File: src/hdl/fkud_pkg.sv
// Shared types, constants and datapath step functions for the f-k up/down wavefield splitter.
// Used by every module under hdl; depends on nothing else.
package fkud_pkg;

  localparam int BinW     = 12;
  localparam int CntW     = 13;
  localparam int SampW    = 32;
  localparam int ProdW    = 45;
  localparam int NumAW    = 51;
  localparam int RootW    = 31;
  localparam int RadW     = 62;
  localparam int QuoW     = 47;
  localparam int NDivA    = 51;
  localparam int NSqrt    = 31;
  localparam int NDivC    = 47;
  localparam int FifoDepth = 4;
  localparam int FifoAw   = 2;

  typedef enum logic [2:0] {
    REG_COUNT_X,
    REG_COUNT_T,
    REG_AXIS_RATIO,
    REG_SLOW_LIMIT,
    REG_INV_VEL_SQ
  } reg_idx_t;

  typedef enum logic [1:0] {
    ST_OK,
    ST_GATED,
    ST_ZERO_Q,
    ST_SAT
  } status_t;

  typedef struct packed {
    logic [CntW-1:0] count_x;
    logic [CntW-1:0] count_t;
    logic [31:0]     axis_ratio;
    logic [30:0]     slow_limit;
    logic [30:0]     inv_vel_sq;
  } cfg_t;

  typedef struct packed {
    logic                    vld;
    logic                    done;
    status_t                 status;
    logic signed [SampW-1:0] pr;
    logic signed [SampW-1:0] pi;
    logic signed [SampW-1:0] vr;
    logic signed [SampW-1:0] vi;
  } pl_t;

  typedef struct packed {
    pl_t              pl;
    logic [ProdW-1:0] prod;
    logic [CntW-1:0]  den;
  } fq_t;

  typedef struct packed {
    pl_t              pl;
    logic [CntW-1:0]  den;
    logic [CntW-1:0]  rem;
    logic [NumAW-1:0] num;
  } da_t;

  typedef struct packed {
    pl_t         pl;
    logic [61:0] psq;
  } sm_t;

  typedef struct packed {
    pl_t         pl;
    logic [30:0] rad;
  } sd_t;

  typedef struct packed {
    pl_t              pl;
    logic [32:0]      rem;
    logic [RootW-1:0] root;
    logic [RadW-1:0]  rad;
  } sq_t;

  typedef struct packed {
    logic [30:0]     rem;
    logic [QuoW-1:0] num;
  } dcl_t;

  typedef struct packed {
    pl_t              pl;
    logic [RootW-1:0] q;
    dcl_t             re;
    dcl_t             im;
  } dc_t;

  typedef struct packed {
    logic [31:0] val;
    logic        sat;
  } clamp_t;

  function automatic da_t div_a_step(da_t s);
    logic [CntW:0] r2;
    da_t           o;
    o  = s;
    r2 = {s.rem, s.num[NumAW-1]};
    if (r2 >= {1'b0, s.den}) begin
      r2    = r2 - {1'b0, s.den};
      o.num = {s.num[NumAW-2:0], 1'b1};
    end else begin
      o.num = {s.num[NumAW-2:0], 1'b0};
    end
    o.rem = r2[CntW-1:0];
    return o;
  endfunction

  function automatic sq_t sqrt_step(sq_t s);
    logic [34:0] r;
    logic [34:0] trial;
    sq_t         o;
    o     = s;
    r     = {s.rem, s.rad[RadW-1:RadW-2]};
    trial = {2'b00, s.root, 2'b01};
    if (r >= trial) begin
      r      = r - trial;
      o.root = {s.root[RootW-2:0], 1'b1};
    end else begin
      o.root = {s.root[RootW-2:0], 1'b0};
    end
    o.rem = r[32:0];
    o.rad = {s.rad[RadW-3:0], 2'b00};
    return o;
  endfunction

  function automatic dcl_t div_c_lane(dcl_t s, logic [RootW-1:0] q);
    logic [31:0] r2;
    dcl_t        o;
    o  = s;
    r2 = {s.rem, s.num[QuoW-1]};
    if (r2 >= {1'b0, q}) begin
      r2    = r2 - {1'b0, q};
      o.num = {s.num[QuoW-2:0], 1'b1};
    end else begin
      o.num = {s.num[QuoW-2:0], 1'b0};
    end
    o.rem = r2[30:0];
    return o;
  endfunction

  function automatic clamp_t clamp_out(logic signed [49:0] v);
    clamp_t o;
    if (v > 50'sh0_0000_7FFF_FFFF) begin
      o.val = 32'h7FFF_FFFF;
      o.sat = 1'b1;
    end else if (v < -50'sh0_0000_8000_0000) begin
      o.val = 32'h8000_0000;
      o.sat = 1'b1;
    end else begin
      o.val = v[31:0];
      o.sat = 1'b0;
    end
    return o;
  endfunction

endpackage

File: src/hdl/fkud_fifo.sv
// Short queue between the front end and the arithmetic pipeline.
// Depends on fkud_pkg.
module fkud_fifo
  import fkud_pkg::*;
(
  input  logic clk,
  input  logic rst,
  input  logic push,
  input  fq_t  wr_item,
  output logic full,
  input  logic pop,
  output logic empty,
  output fq_t  rd_item
);

  fq_t             mem [FifoDepth];
  logic [FifoAw-1:0] wr_ptr;
  logic [FifoAw-1:0] rd_ptr;
  logic [FifoAw:0]   count;

  assign full    = (count == FifoAw'(0) + (FifoAw+1)'(FifoDepth));
  assign empty   = (count == '0);
  assign rd_item = mem[rd_ptr];

  always_ff @(posedge clk) begin
    if (push) mem[wr_ptr] <= wr_item;
  end

  always_ff @(posedge clk) begin
    if (rst) begin
      wr_ptr <= '0;
      rd_ptr <= '0;
      count  <= '0;
    end else begin
      if (push) wr_ptr <= wr_ptr + 1'b1;
      if (pop) rd_ptr <= rd_ptr + 1'b1;
      if (push && !pop) count <= count + 1'b1;
      else if (pop && !push) count <= count - 1'b1;
    end
  end

endmodule

File: config.mk
export PLATFORM = sky130hd
export DESIGN_NAME = fkud_fifo
export DESIGN_NICKNAME = d
export VERILOG_FILES = /design/src/hdl/fkud_pkg.sv /design/src/hdl/fkud_fifo.sv
export SDC_FILE = /design/constraint.sdc
export NUM_CORES = 1
export LEC_CHECK = 0
export ABC_AREA = 1
export BUFFER_PORTS_ARGS = -buffer_cell sky130_fd_sc_hd__buf_2
export CAP_MARGIN = 20
export CORE_UTILIZATION = 44
export DETAILED_ROUTE_END_ITERATION = 16
export PLACE_DENSITY = 0.66
export SLEW_MARGIN = 25
export SYNTH_ARGS = -nofsm -noshare
export SYNTH_HDL_FRONTEND = slang
export SYNTH_SLANG_ARGS = --single-unit
File: constraint.sdc
create_clock -name clk -period 4.6 [get_ports clk]
set_input_delay 0.46 -clock clk [delete_from_list [all_inputs] [get_ports clk]]
set_output_delay 0.46 -clock clk [all_outputs]
set_load 0.01 [all_outputs]
==> run summary <==
outcome = finished clean
number of I/O port buffers = 385
iteration count of the initial detailed-routing pass = 6
Worst path max stage delay = 0.68 ns
total grt overflow = 0
largest family of logic cells by synthesized area = compound AO/OA/AOI/OAI gates
Hold Path Class = in2reg
first-pass GRT wire length = 96.4 mm
Critical Path Fanout Max = 57
Hold Path Stages = 1
Synth Warn # = 0
f_max = 0.320 GHz
Leak = 11.6 nW
clock sinks = 769
Area contributors post-synth = edfxtp_1 (80%), o21ai_0 (6.6%), nor2_1 (5.1%)
WHS Endpoint = mem[2][30]
syn_area_per_cell = 15.0 sq um
CTS buffer count = 79
core area = 63500 sq um
final setup violation count = 0
Clock Tree Root = clkbuf_16
Synth Net Count = 2095
RSZ-0062 raised after global routing = no
fin crit share = 67.9%
Mapped Area = 28500 sq um
Worst slew margin = 31.8%
GRT Total Usage = 18.9%
Vias/cell = 5.35
Critical Path Sink Type = primary output
internal reg-to-reg setup slack = 1.97 ns
Pwr per Cell Area = 462 nW/um^2
Longest Clk Path Bufs = 3
Slew Viols, Final = 0
Yosys cell types = 21
reg-to-reg critical path endpoint = mem[1][80]
Worst EP arrival = 2.66 ns
DRT iter0 DRCs = 1322
TritonCTS clock tree = done
CP Cell Sequence = buf_4 -> o21ai_0 -> o22ai_1 -> buf_2
vias post-DR = 17000
initial cell density of the core = 44.8%
Clock Latency Late Sink = 0.63 ns
Setup TNS = 0 ns
final RePlAce weighted congestion = 0.741
commonest non-fill, non-tap cell in the layout = edfxtp_1
share of layout cells above drive strength 1 = 22.7%
initial antenna violation count = 17
number of nets in the layout = 2464
VDD IR max = 0.331 mV
Setup Skew = 0.0161 ns
FP Rows = 92
# IOs = 386
mux contribution to synthesized area = 0%
Synth area leader = edfxtp_1
post-synthesis adder-cell area fraction = 0.290%
HPWL after DPL = 35.0 mm
DRC viols = 0
RR Startpoint = wr_ptr[1]
total power = 15.6 mW
Max Cap Viol = 0
Setup CP Type = reg2out
hold wc startpoint = wr_item[30]
final antenna-violating net count = 0
Post-Synth Simple-Gate Area = 5.28%
Cells after Synth = 1895
final critical-path required period = 3.12 ns
largest net degree at the start of global routing = 195
synth-to-layout area growth = 18.4%
Synth Area in XOR/XNOR = 0.0307%
drt wl/cell = 19.8 um
die area = 65800 sq um
vias in the first global route = 17000
CTS clock-pin slew for the worst setup and hold paths = 0.06 ns
final wirelength = 62.9 mm
#FFs+latches synth = 769
R2R cell count = 6
Least-Margin Pin Slew = 1.02 ns
Compound-Gate Fraction of Synth Area = 11.0%
most frequent cells in the layout = edfxtp_1 (760), nor2_1 (386), buf_2 (385)
slowest CP cell = dfxtp_4
required time worst endpoint = 4.14 ns
Synth top area share = 80.1%
Die Wd = 256 um
H-tree Lvls = 3
chip height = 256 um
Critical Path Source Type = register
post-synthesis sequential area ratio = 80.7%
Hold Violations, Final = 0
how the worst max path moves through the flow:
| stage | cells past startpoint | slack [ns] | startpoint | endpoint |
|---|---|---|---|---|
| after global placement | 5 | 1.79 | push | mem[1][64] |
| after detailed placement | 5 | 1.81 | push | mem[1][82] |
| final | 4 | 1.48 | register | rd_item[106] |
| after CTS | 4 | 1.41 | register | rd_item[106] |
| after floorplan | 4 | 0.69 | wr_ptr[0] | mem[0][0] |
| after global routing | 4 | 1.32 | register | rd_item[106] |
report_power, final:
| group | leakage (nW) | total [mW] | switching [mW] | internal [mW] |
|---|---|---|---|---|
| Combinational | 3.33 | 1.36 | 0.926 | 0.432 |
| Clock | 1.22 | 6.14 | 2.60 | 3.54 |
| Sequential | 7.06 | 8.09 | 0.0697 | 8.02 |
through the flow:
stage	cell area [sq um]	hold slack [ns]	instances	utilization (%)	setup WS, ns
after detailed placement	31100	0.419	3027	49.0	1.81
after global placement	31100	0.420	3027	49.0	1.79
final	33700	0.0460	3186	53.1	1.48
after global routing	33700	0.0142	3178	53.0	1.32
after CTS	33700	0.000379	3173	53.0	1.41
after floorplan	28500	0.412	1895	-	0.692
logic make-up after synthesis:
| family | Yosys count |
|---|---|
| xor+xnor | 1 |
| simple gates | 399 |
| compound gates | 578 |
| buf+inv | 142 |
| flops | 769 |
| fa+ha+maj | 6 |
final cells by class:
| type | instances | area (sq um) |
|---|---|---|
| fillers | 5247 | 29800 |
| flip-flops and latches | 769 | 23000 |
| multi-input cells | 984 | 4730 |
| repair buffers | 413 | 2280 |
| clock buffers | 97 | 2040 |
| well taps | 846 | 1060 |
| clock inverters | 47 | 482 |
| inverters | 17 | 88.8 |
| diodes | 13 | 32.5 |
sequential cells by signal, indices dropped and copies added (netlist names), named ones only:
register and cells:
mem 760, rd_ptr 2, count 3, wr_ptr 2
per-layer routing:
metal | GRT usage, % | part of all wire, % | vias up
met1 | 24.1 | 41 | 8454
li1 | - | - | 7946
met2 | 30.8 | 48 | 506
met4 | 6.73 | 2.7 | 12
met5 | 0 | 0.14 | -
met3 | 5.60 | 8.1 | 114
cells in the mapped netlist, drive strengths merged:
library cell / instances
xor2: 1
o22ai: 190
fa: 1
ha: 5
clkinv: 1
nand2: 9
inv: 16
clkbuf: 84
nand3: 1
dfxtp: 9
nand4: 1
buf: 41
o21ai: 385
a21oi: 3
nor3: 2
nor2: 386
edfxtp: 760
what timing repair did:
item	4_1_cts	5_1_grt
buffers inserted	0	0
hold endpoints to repair	5	0
gates resized for setup	0	0
hold buffers	2	0
critical path: cells and delay by family, from the launching register on:
kind,cells,cell delay [ns]
buffers and inverters,2,0.83
AOI/OAI and AO/OA,2,0.48
DFF,1,0.68
(Power assumes the default switching activity.)
