## src/hdl/fkud_pkg.sv

```systemverilog
// Shared types, constants and datapath step functions for the f-k up/down wavefield splitter.
// Used by every module under hdl; depends on nothing else.
package fkud_pkg;

  localparam int BinW     = 12;
  localparam int CntW     = 13;
  localparam int SampW    = 32;
  localparam int ProdW    = 45;
  localparam int NumAW    = 51;
  localparam int RootW    = 31;
  localparam int RadW     = 62;
  localparam int QuoW     = 47;
  localparam int NDivA    = 51;
  localparam int NSqrt    = 31;
  localparam int NDivC    = 47;
  localparam int FifoDepth = 4;
  localparam int FifoAw   = 2;

  typedef enum logic [2:0] {
    REG_COUNT_X,
    REG_COUNT_T,
    REG_AXIS_RATIO,
    REG_SLOW_LIMIT,
    REG_INV_VEL_SQ
  } reg_idx_t;

  typedef enum logic [1:0] {
    ST_OK,
    ST_GATED,
    ST_ZERO_Q,
    ST_SAT
  } status_t;

  typedef struct packed {
    logic [CntW-1:0] count_x;
    logic [CntW-1:0] count_t;
    logic [31:0]     axis_ratio;
    logic [30:0]     slow_limit;
    logic [30:0]     inv_vel_sq;
  } cfg_t;

  typedef struct packed {
    logic                    vld;
    logic                    done;
    status_t                 status;
    logic signed [SampW-1:0] pr;
    logic signed [SampW-1:0] pi;
    logic signed [SampW-1:0] vr;
    logic signed [SampW-1:0] vi;
  } pl_t;

  typedef struct packed {
    pl_t              pl;
    logic [ProdW-1:0] prod;
    logic [CntW-1:0]  den;
  } fq_t;

  typedef struct packed {
    pl_t              pl;
    logic [CntW-1:0]  den;
    logic [CntW-1:0]  rem;
    logic [NumAW-1:0] num;
  } da_t;

  typedef struct packed {
    pl_t         pl;
    logic [61:0] psq;
  } sm_t;

  typedef struct packed {
    pl_t         pl;
    logic [30:0] rad;
  } sd_t;

  typedef struct packed {
    pl_t              pl;
    logic [32:0]      rem;
    logic [RootW-1:0] root;
    logic [RadW-1:0]  rad;
  } sq_t;

  typedef struct packed {
    logic [30:0]     rem;
    logic [QuoW-1:0] num;
  } dcl_t;

  typedef struct packed {
    pl_t              pl;
    logic [RootW-1:0] q;
    dcl_t             re;
    dcl_t             im;
  } dc_t;

  typedef struct packed {
    logic [31:0] val;
    logic        sat;
  } clamp_t;

  function automatic da_t div_a_step(da_t s);
    logic [CntW:0] r2;
    da_t           o;
    o  = s;
    r2 = {s.rem, s.num[NumAW-1]};
    if (r2 >= {1'b0, s.den}) begin
      r2    = r2 - {1'b0, s.den};
      o.num = {s.num[NumAW-2:0], 1'b1};
    end else begin
      o.num = {s.num[NumAW-2:0], 1'b0};
    end
    o.rem = r2[CntW-1:0];
    return o;
  endfunction

  function automatic sq_t sqrt_step(sq_t s);
    logic [34:0] r;
    logic [34:0] trial;
    sq_t         o;
    o     = s;
    r     = {s.rem, s.rad[RadW-1:RadW-2]};
    trial = {2'b00, s.root, 2'b01};
    if (r >= trial) begin
      r      = r - trial;
      o.root = {s.root[RootW-2:0], 1'b1};
    end else begin
      o.root = {s.root[RootW-2:0], 1'b0};
    end
    o.rem = r[32:0];
    o.rad = {s.rad[RadW-3:0], 2'b00};
    return o;
  endfunction

  function automatic dcl_t div_c_lane(dcl_t s, logic [RootW-1:0] q);
    logic [31:0] r2;
    dcl_t        o;
    o  = s;
    r2 = {s.rem, s.num[QuoW-1]};
    if (r2 >= {1'b0, q}) begin
      r2    = r2 - {1'b0, q};
      o.num = {s.num[QuoW-2:0], 1'b1};
    end else begin
      o.num = {s.num[QuoW-2:0], 1'b0};
    end
    o.rem = r2[30:0];
    return o;
  endfunction

  function automatic clamp_t clamp_out(logic signed [49:0] v);
    clamp_t o;
    if (v > 50'sh0_0000_7FFF_FFFF) begin
      o.val = 32'h7FFF_FFFF;
      o.sat = 1'b1;
    end else if (v < -50'sh0_0000_8000_0000) begin
      o.val = 32'h8000_0000;
      o.sat = 1'b1;
    end else begin
      o.val = v[31:0];
      o.sat = 1'b0;
    end
    return o;
  endfunction

endpackage

```

## src/hdl/fkud_cfg.sv

```systemverilog
// Configuration register file of the f-k up/down wavefield splitter.
// Depends on fkud_pkg.
module fkud_cfg
  import fkud_pkg::*;
(
  input  logic        clk,
  input  logic        rst,
  input  logic        cfg_valid,
  output logic        cfg_ready,
  input  logic [2:0]  cfg_index,
  input  logic [31:0] cfg_data,
  output cfg_t        cfg
);

  assign cfg_ready = 1'b1;

  always_ff @(posedge clk) begin
    if (rst) begin
      cfg.count_x    <= 13'd256;
      cfg.count_t    <= 13'd1024;
      cfg.axis_ratio <= 32'd16777216;
      cfg.slow_limit <= 31'd708669603;
      cfg.inv_vel_sq <= 31'd477218588;
    end else if (cfg_valid) begin
      case (reg_idx_t'(cfg_index))
        REG_COUNT_X:    cfg.count_x    <= cfg_data[CntW-1:0];
        REG_COUNT_T:    cfg.count_t    <= cfg_data[CntW-1:0];
        REG_AXIS_RATIO: cfg.axis_ratio <= cfg_data;
        REG_SLOW_LIMIT: cfg.slow_limit <= cfg_data[30:0];
        REG_INV_VEL_SQ: cfg.inv_vel_sq <= cfg_data[30:0];
        default: ;
      endcase
    end
  end

endmodule

```

## config.mk

```make
export PLATFORM = sky130hd
export DESIGN_NAME = fkud_cfg
export DESIGN_NICKNAME = d
export VERILOG_FILES = /design/src/hdl/fkud_pkg.sv /design/src/hdl/fkud_cfg.sv
export SDC_FILE = /design/constraint.sdc
export NUM_CORES = 1
export LEC_CHECK = 0
export BUFFER_PORTS_ARGS = -buffer_cell sky130_fd_sc_hd__clkbuf_2
export CAP_MARGIN = 20
export CORE_UTILIZATION = 50
export CTS_CLUSTER_SIZE = 30
export DETAILED_ROUTE_END_ITERATION = 7
export HOLD_SLACK_MARGIN = 0.05
export PLACE_DENSITY = 0.78
export RECOVER_POWER = 25
export SYNTH_ARGS = -nofsm -noshare
export SYNTH_HDL_FRONTEND = slang
export SYNTH_SLANG_ARGS = --single-unit
```

## constraint.sdc

```tcl
create_clock -name clk -period 1.5 [get_ports clk]
set_input_delay 0.3 -clock clk [delete_from_list [all_inputs] [get_ports clk]]
set_output_delay 0.3 -clock clk [all_outputs]
set_load 0.03 [all_outputs]
```

==> metrics.sh <==
FINALNETCOUNT=672
TIMING_HOLD_VIOLATIONS_FINAL=0
P_TOTAL_mW=7.73
GRT_START_MAX_NET_PINS=54
SYNTH_FF_TYPE='dfxtp_1'
POST_SYNTH_MOST_FREQUENT_CELLS='dfxtp_1, mux2i_1, nand2b_1'
TIMING.CRITICAL_PATH.TO_TYPE='primary output'
SYNTH.AREA.TOP_CELLS='dfxtp_1, mux2i_1, nand2b_1'
CLOCK_TREE_FROM_TRITONCTS='done'
FINAL.SETUP.WORST_SLACK_PS=128
PLACEMENT.IO_BUFFERS=157
CATEGORY_OF_THE_MOST_CRITICAL_SETUP_PATH='register to primary output'
RESULT_OF_THE_RUN='finished clean'
ROUTED_VIAS_INST=4.85
INITIAL_UTILIZATION=0.522
DIE_W_MICRONS=101
TNS_PS=0
HTREEDEPTH=4
FIN_CRIT_SH=0.914
GP_CONGESTION=0.795
DETAILEDPLACEMENTHPWL_MICRONS=8020
CRIT_SLOWEST_CELL='dfxtp_1'
YOSYSTOPAREACELLSHARE=0.493
TOP_LEVEL_I_O_COUNT=159
NETLIST.TOP_CELL.BY_AREA='dfxtp_1'
CLOCKBUFFERDEPTH=2
CRITICAL-PATH-TOP-DELAY-FAMILY='flip-flops'
CP_MAX_FANOUT=2
TIMING.CRITICAL_PATH.CELLS='clkbuf_2'
SLEW-LIMIT-HEADROOM=0.572
POSTSYNTHAREAPERCELL_SQ_UM=10.5
SYNTH-EDFF-COUNT=0
NUMBER_OF_GLOBAL_ROUTE_VIAS_BEFORE_REPAIR=3706
GRT_ANTENNA_BEFORE_REPAIR=0
WORSTPATHBUFFERINVERTERCOUNT=1
RSZ0062_AT_GRT='false'
CRITICAL_PATH.STARTPOINT_TYPE='register'
POST_ROUTE_ANTENNA_NET_VIOLATION_COUNT=0
POSTSYNTHNETCOUNT=503
HOLD_BUFFERS=6
POST_CTS_SETUP_BUFFERS=0
SYNTH_ASYNC_SR_FLOP_SHARE=0
TIMING.HOLD.WS_PS=71.1
MIN_PERIOD_PS=1370
DETAIL_ROUTE.WL_PER_CELL_MICRONS=14.8
CLOCK_SINK_COUNT=120
SYNTH_WARNINGS=0
PRE_CTS_WS_PS=-4.47
SYNTHESIS.INSTANCES=465
MAX_STAGE_DELAY_PS=350
IR_WORST_VDD_mV=0.723
SYN2LAYOUT_AREA_GROWTH_PCT=33.8
CTS-BUFFERS-INSERTED=17
FINAL-SETUP-VIOL-COUNT=0
TIMING.HOLD.WORST.CLASS='primary input to register'
CORE-AREA_SQ_UM=9330
MAX_SLEW.WORST_PIN.SLEW_PS=642
FMAXACHIEVABLE_GHz=0.729
GLOBAL_ROUTE.OVERFLOW_TOTAL=0
TOP_REGISTER='cfg'
WIRE_LENGTH_OF_THE_FIRST_GLOBAL_ROUTING_PASS_MICRONS=18100
MAPPEDNETLISTAREA_SQ_UM=4870
DRV_CAP=0
FINCLKSKEW_PS=0
WL_MICRONS=11500
CLOCK_PIN_SLEW_ON_THE_WORST_SETUP_AND_HOLD_PATHS_PS=60
CLOCKROOTBUFFER='clkbuf_8'
DR_TOTAL_VIAS=3757
YS_SEQ_ELEMENTS=120
FRACTION_OF_FINAL_LAYOUT_CELLS_SIZED_BEYOND_DRIVE_STRENGTH_1=0.322
SYNTH-SEQ-AREA-SHARE=0.493
DETAILEDROUTE.FIRSTPASSITERATIONCOUNT=4
DR.FIRST_ITER.DRC_COUNT=102
WORST-ENDPOINT-REQUIRED_PS=1200
POWER_LEAKAGE_nW=3.10
DATA_ARRIVAL_TIME_OF_THE_CRITICAL_PATH_PS=1070
LARGEST_REGISTER_FFS=120
PWR_DENSITY_CELL_nW_PER_UM2=1190
WORST_SKEW_PAIR.LATE_LATENCY_PS=500
CTS-RESIZED-GATES=0
ANTENNA-DIODE-COUNT=0
GLOBAL_ROUTING_USAGE_SUMMED_ACROSS_ALL_ROUTING_LAYERS=0.234
LARGEST_REGISTERS='cfg (120)'
ROUTE.DETAILED.DRC=0
YOSYSUNIQUECELLTYPES=15
ROW_COUNT=35
DIE-AREA_SQ_UM=10100
TIMING.FINAL.MAX_SLEW_VIOLATIONS=0
FLOORPLAN.DIE.HEIGHT_MICRONS=101
[area by class of cell]
cell class	instances	area, sq um
clock buffers	24	490
fillers	747	2810
multi-input cells	309	2330
clock inverters	7	67.6
repair buffers	186	1060
well taps	129	161
flip-flops and latches	120	2400
[cells in the final DEF, fill, tap and decap left out, types with 7 or more instances in the layout]
cell       netlist  layout
buf_4            4       7
clkbuf_1        14       9
clkbuf_16        0      16
clkbuf_2         0     159
dfxtp_1        120     120
mux2i_1        120     120
nand2b_1       119     119
nor2_1          59      59
[layer usage]
| layer | vias to the layer above | global-route usage | part of all wire |
|---|---|---|---|
| li1 | 1877 | - | - |
| met1 | 1778 | 0.276 | 0.44 |
| met5 | - | 0 | 0 |
| met3 | 10 | 0.0562 | 0.039 |
| met4 | 0 | 0.0881 | 0.0094 |
| met2 | 92 | 0.413 | 0.51 |
[cells by family (layout without fill, tap and decap cells)]
family / count (synthesis) / after routing / share of synthesized area
AND/OR/NAND/NOR: 188 / 188 / 0.221
other: 1 / 1 / 0.000770
multiplexers: 120 / 120 / 0.247
buffers and inverters: 36 / 217 / 0.0380
flip-flops: 120 / 120 / 0.493
[metrics by stage]
step / instances / cell area [sq um] / util
after floorplan: 465 / 4870 / -
after global placement: 738 / 5960 / 0.639
after CTS: 775 / 6580 / 0.705
final: 775 / 6520 / 0.699
after global routing: 775 / 6520 / 0.699
after detailed placement: 738 / 5960 / 0.639
[path summary, 6_finish.rpt]
check | start | to | slack (ps) | depth (start not counted)
max | cfg[64] | cfg[64] | 130 | 1
min | cfg_data[24] | cfg[86] | 70 | 3
max reg2reg | cfg[32] | cfg[32] | 800 | 2
min reg2reg | cfg[98] | cfg[98] | 470 | 2
[power by group]
group          switching [mW]  internal [mW]  leakage [nW]
clock network            1.36           2.40         0.269
logic                   0.402          0.272          1.86
registers              0.0386           3.26         0.973
(Power assumes the default switching activity.)
